File: src/hdl/assert_macros.svh
// Assertion macros shared by the RTL of the LZSS ring decompressor.
// Needs nothing else; each macro expands to one concurrent assertion.
`ifndef ASSERT_MACROS_SVH
`define ASSERT_MACROS_SVH

// The property must hold at every clock edge outside reset.
`define ASSERT_ALWAYS(lbl, clk, rst_n, prop, msg) \
  lbl: assert property (@(posedge clk) disable iff (!rst_n) (prop)) else $error(msg);

// The expression must never be true at a clock edge outside reset.
`define ASSERT_NEVER(lbl, clk, rst_n, expr, msg) \
  lbl: assert property (@(posedge clk) disable iff (!rst_n) !(expr)) else $error(msg);

`endif

File: src/hdl/lzss_pkg.sv
// Package for the LZSS ring decompressor: sizes, parse phase codes and the
// command and status structs between controller and datapath. No dependencies.
`timescale 1ns / 1ps

package lzss_pkg;

  localparam int WINDOW_SIZE = 4096;
  localparam int RING_AW     = $clog2(WINDOW_SIZE);
  localparam int CNT_W       = 24;
  localparam int REM_W       = 5;

  localparam logic [RING_AW-1:0] RING_START = RING_AW'(12'hFEE);
  localparam logic [REM_W-1:0]   LEN_BIAS   = REM_W'(3);

  localparam logic [1:0] PH_FLAG = 2'd0;
  localparam logic [1:0] PH_ITEM = 2'd1;
  localparam logic [1:0] PH_HIGH = 2'd2;

  typedef struct packed {
    logic latch_in;
    logic load_flags;
    logic store_low;
    logic start_copy;
    logic rd_en;
    logic emit_lit;
    logic emit_copy;
    logic emit_stat;
  } cmd_t;

  typedef struct packed {
    logic       active;
    logic [1:0] phase;
    logic       flag_bit;
    logic       last;
    logic       copy_end;
    logic       out_free;
  } stat_t;

endpackage

File: src/hdl/lzss_ctrl.sv
// Controller state machine of the LZSS ring decompressor.
// Uses lzss_pkg for the command and status structs; drives lzss_dpath.
`timescale 1ns / 1ps

module lzss_ctrl (
  input  logic          clk,
  input  logic          rst_n,
  input  logic          in_valid,
  output logic          in_ready,
  input  lzss_pkg::stat_t stat,
  output lzss_pkg::cmd_t  cmd
);

  localparam logic [2:0] S_IDLE = 3'd0;
  localparam logic [2:0] S_DEC  = 3'd1;
  localparam logic [2:0] S_LIT  = 3'd2;
  localparam logic [2:0] S_RD   = 3'd3;
  localparam logic [2:0] S_WR   = 3'd4;
  localparam logic [2:0] S_STAT = 3'd5;

  logic [2:0] state_r;
  logic [2:0] state_nxt;
  logic [2:0] after_item;

  assign in_ready   = (state_r == S_IDLE);
  assign after_item = stat.last ? S_STAT : S_IDLE;

  always_comb begin
    cmd       = '0;
    state_nxt = state_r;
    unique case (state_r)
      S_IDLE: begin
        cmd.latch_in = in_valid;
        if (in_valid) begin
          state_nxt = S_DEC;
        end
      end
      S_DEC: begin
        if (!stat.active) begin
          state_nxt = after_item;
        end else if (stat.phase == lzss_pkg::PH_FLAG) begin
          cmd.load_flags = 1'b1;
          state_nxt      = after_item;
        end else if (stat.phase == lzss_pkg::PH_ITEM) begin
          if (stat.flag_bit) begin
            state_nxt = S_LIT;
          end else begin
            cmd.store_low = 1'b1;
            state_nxt     = after_item;
          end
        end else begin
          cmd.start_copy = 1'b1;
          state_nxt      = S_RD;
        end
      end
      S_LIT: begin
        cmd.emit_lit = stat.out_free;
        if (stat.out_free) begin
          state_nxt = after_item;
        end
      end
      S_RD: begin
        cmd.rd_en = 1'b1;
        state_nxt = S_WR;
      end
      S_WR: begin
        cmd.emit_copy = stat.out_free;
        if (stat.out_free) begin
          state_nxt = stat.copy_end ? after_item : S_RD;
        end
      end
      S_STAT: begin
        cmd.emit_stat = stat.out_free;
        if (stat.out_free) begin
          state_nxt = S_IDLE;
        end
      end
      default: begin
        state_nxt = S_IDLE;
      end
    endcase
  end

  always_ff @(posedge clk) begin
    if (!rst_n) begin
      state_r <= S_IDLE;
    end else begin
      state_r <= state_nxt;
    end
  end

endmodule

File: config.mk
export PLATFORM = sky130hd
export DESIGN_NAME = lzss_ctrl
export DESIGN_NICKNAME = d
export VERILOG_FILES = /design/src/hdl/assert_macros.svh /design/src/hdl/lzss_pkg.sv /design/src/hdl/lzss_ctrl.sv
export SDC_FILE = /design/constraint.sdc
export NUM_CORES = 1
export LEC_CHECK = 0
export BUFFER_PORTS_ARGS = -buffer_cell sky130_fd_sc_hd__buf_2
export CAP_MARGIN = 20
export CORE_AREA = 2 2 39 41
export DETAILED_ROUTE_END_ITERATION = 8
export DIE_AREA = 0 0 41 43
export GPL_ROUTABILITY_DRIVEN = 0
export PLACE_DENSITY = 0.57
export SYNTH_ARGS = -nofsm -noshare
export SYNTH_HDL_FRONTEND = slang
export SYNTH_SLANG_ARGS = --single-unit
File: constraint.sdc
create_clock -name clk -period 1.5 [get_ports clk]
set_input_delay 0.075 -clock clk [delete_from_list [all_inputs] [get_ports clk]]
set_output_delay 0.075 -clock clk [all_outputs]
set_load 0.05 [all_outputs]
== Yosys cells after proc, flatten, opt, wreduce, memory -nomap -nowiden ==
Cells that the tools add are included.

* Output and inout port bits: 9
* Input port bits: 10
* Bits in registers: 3

* Equality and inequality tests: 10
* Muxes and demuxes: 23
* Reduce and logical (&&, ||, !) cells: 3

{| class="wikitable"
|+ Operator list
! cell !! count
|-
| $mux 3 || 12
|-
| $pmux 3 s6 || 1
|-
| $mux 1 || 9
|-
| $ne 2x2->1 const B || 4
|-
| $eq 3x2->1 const B || 2
|-
| $eq 3x3->1 const B || 2
|-
| $reduce_and 4->1 || 1
|-
| $eq 3x1->1 const B || 1
|-
| $logic_not 3->1 || 1
|-
| $eq 2x1->1 const B || 1
|-
| $logic_not 2->1 || 1
|-
| $mux 2 || 1
|}

== Depth between registers and ports, before layout ==
* Depth after elaboration: 6
* Depth in mapped cells: 5
* Gate-level depth less buffers: 4

== Worst setup path after synthesis ==
No wires, ideal clock.

* Path kind: register to output
* Start: register state_r[0]
* End: output cmd[7] (netlist name)
* Cell stages (with the launch flop): 4
* Path slack: -0.728 ns
* Data arrival time: 2.153 ns
* Cells stage by stage: dfxtp_1 -> buf_2 -> nor3_1 -> and2_1

{| class="wikitable"
|+ RTL lines
! element !! line !! source
|-
| from (decl) || lzss_ctrl.sv:21 || <nowiki>logic [2:0] state_r;</nowiki>
|-
| from (signal assigned) || lzss_ctrl.sv:88 || <nowiki>state_r <= state_nxt;</nowiki>
|-
| to (decl) || lzss_ctrl.sv:11 || <nowiki>output lzss_pkg::cmd_t cmd</nowiki>
|}

==> metrics.csv <==
metric,value,unit
peak supply drop,0.3019,mV
Regs by FF count,state_r: 3 flops,
TritonCTS clock tree,built,
vias in the first global route,396,
DR WL/cell,11.34,um
ant diodes,0,
# Post-CTS Setup Buffers,0,
sequential cell area,62.56,um^2
highest clock rate,692.5,MHz
# IOs,19,
All-Layer GR Usage,0.1263,
Setup Crit Path Kind,reg2out,
initial DRC count,6,
Site Rows,14,
total CTS buffers,3,
Max Clock Skew,2.224,ps
layout cell share with drive strength beyond 1,0.4857,
"commonest non-fill, non-tap cell in the layout",buf_2,
Sum Neg Setup Slack,0,ps
hpwl dp,756.9,um
syn avg cell area,7.429,um^2
Max Slew Vio Count,0,
crit path max fanout,6,
crit end category,output port,
max reg flops,3,
Port Buf Inserts,18,
Max Cap Violations,0,
fill count,146,
CORE AREA,0.001384,mm^2
clk slew on worst S/H paths,40,ps
Post-Place Setup Slack,157.1,ps
Final period util,0.9626,
"commonest non-fill, non-tap cells in the layout","buf_2 (14), nor2_1 (5), clkbuf_4 (5)",
first-pass iteration count of the detailed router,4,
#FFs+latches synth,3,
Sink Count,3,
WHS,148.7,ps
"Cell Area, Synth",356.6,um^2
DR DRC count,0,
clock root cell,clkbuf_4,
Hold Crit Class,in2reg,
fin nets,81,
sequential element share of the synthesized area,0.1684,
Via density,5.081,
Final Critical Period,1444,ps
first-pass GRT wire length,1511,um
H-tree lvl count,1,
Critical Path RT,1420,ps
endpoints failing setup,0,
Antenna Nets Post-Route,0,
Largest Register,state_r,
Synth Instances,48,
synth warn,0,
Final Hold Viols,0,
CTS max path bufs,2,
setup ws final,56.03,ps
leakage,0.2413,nW
Starting Density,0.2577,
pwr dens,815.7,mW/mm^2
antenna violations before repair,0,
Die H,43,um
pin count of the biggest net entering global routing,14,
Multi-input gate area,296.5,um^2
Area growth syn-to-layout,52.28,%
RSZ-0062 raised after global routing,true,
die width,41,um
drt total wl,975,um
Worst-Skew Late Latency,230,ps
crit start category,flop,
full die area,0.001763,mm^2
outcome,finished clean,
Syn Nets,58,
GR Overflow Total,0,
via count,437,
Rel. slew slack,0.8036,
Cell variety after synth,26,
Slew @ Worst Pin,292.1,ps
arrival time worst endpoint,1370,ps
## worst max-delay path: stages (launching register included)
cell,delay (ps)
dfxtp_2,380
buf_4,170
nand2b_4,70
nor3b_4,220
buf_2,290
## Yosys cell counts, drive strengths merged
cell type	number	area (um^2)
a21oi	3	15.01
a22oi	1	7.510
a31oi	2	12.51
a41oi	1	8.760
and2	2	12.51
and3	2	12.51
buf	3	21.27
dfxtp	3	60.06
inv	3	11.26
nand2	2	7.510
nand2b	3	26.27
nand3b	1	7.510
nor2	5	18.77
nor3	3	15.01
nor3b	4	46.29
nor4b	1	15.01
o211ai	1	7.510
o21ai	3	15.01
o22ai	3	18.77
o31ai	1	7.510
o32a	1	10.01
## per-stage QoR
stage          utilization  cells  total power (W)  area [um^2]
5_1_grt             0.3924     86        0.0004807        543.0
3_5_place_dp        0.3553     82        0.0002925        491.7
6_report            0.3924     86        0.0004429        543.0
3_3_place_gp        0.3553     82        0.0002929        491.7
2_1_floorplan            -     48        0.0002400        380.4
4_1_cts             0.3816     86        0.0004417        528.0
## area by class of cell
class,count,area share
Inverter,3,0.02074
Multi-Input combinational cell,39,0.5461
Tap cell,16,0.03687
Timing Repair Buffer,21,0.2327
Clock buffer,4,0.04839
Sequential cell,3,0.1152
## timing repair
action	4_1_cts	5_1_grt
pin swaps	2	0
hold buffers	0	0
endpoints found under the setup margin	1	4
gates cloned	0	0
resized for setup	4	6
## kinds of logic (layout without fill, tap and decap cells)
| kind of cell | after synthesis | in the layout | synth area share |
|---|---|---|---|
| flops | 3 | 3 | 0.1684 |
| compound gates | 16 | 16 | 0.2877 |
| simple gates | 23 | 23 | 0.4526 |
| buf+inv | 6 | 28 | 0.09122 |
## where the power goes
part           total (W)  internal, W  switching [W]
registers      0.0000962    0.0000882     0.00000797
logic           0.000207    0.0000764       0.000131
clock network   0.000140    0.0000996      0.0000402
## metal layers
metal  up-vias  wire length, um  share of wire  global-route usage
met2        17              468           0.48              0.1781
met1       198              452           0.46              0.1565
met4         0                0              0             0.07333
met5         -                0              0                   0
li1        222                -              -                   -
met3         0               54          0.055             0.04712
## path summary, 6_finish.rpt
path / from / to / slack (ps) / cells after the start
min: rst_n / state_r[1] / 150 / 3
max reg2reg: state_r[2] / state_r[0] / 280 / 5
max: state_r[2] / cmd[1] / 60 / 4
min reg2reg: state_r[1] / state_r[1] / 650 / 3
No activity file was read; power rests on OpenSTA's default activity.
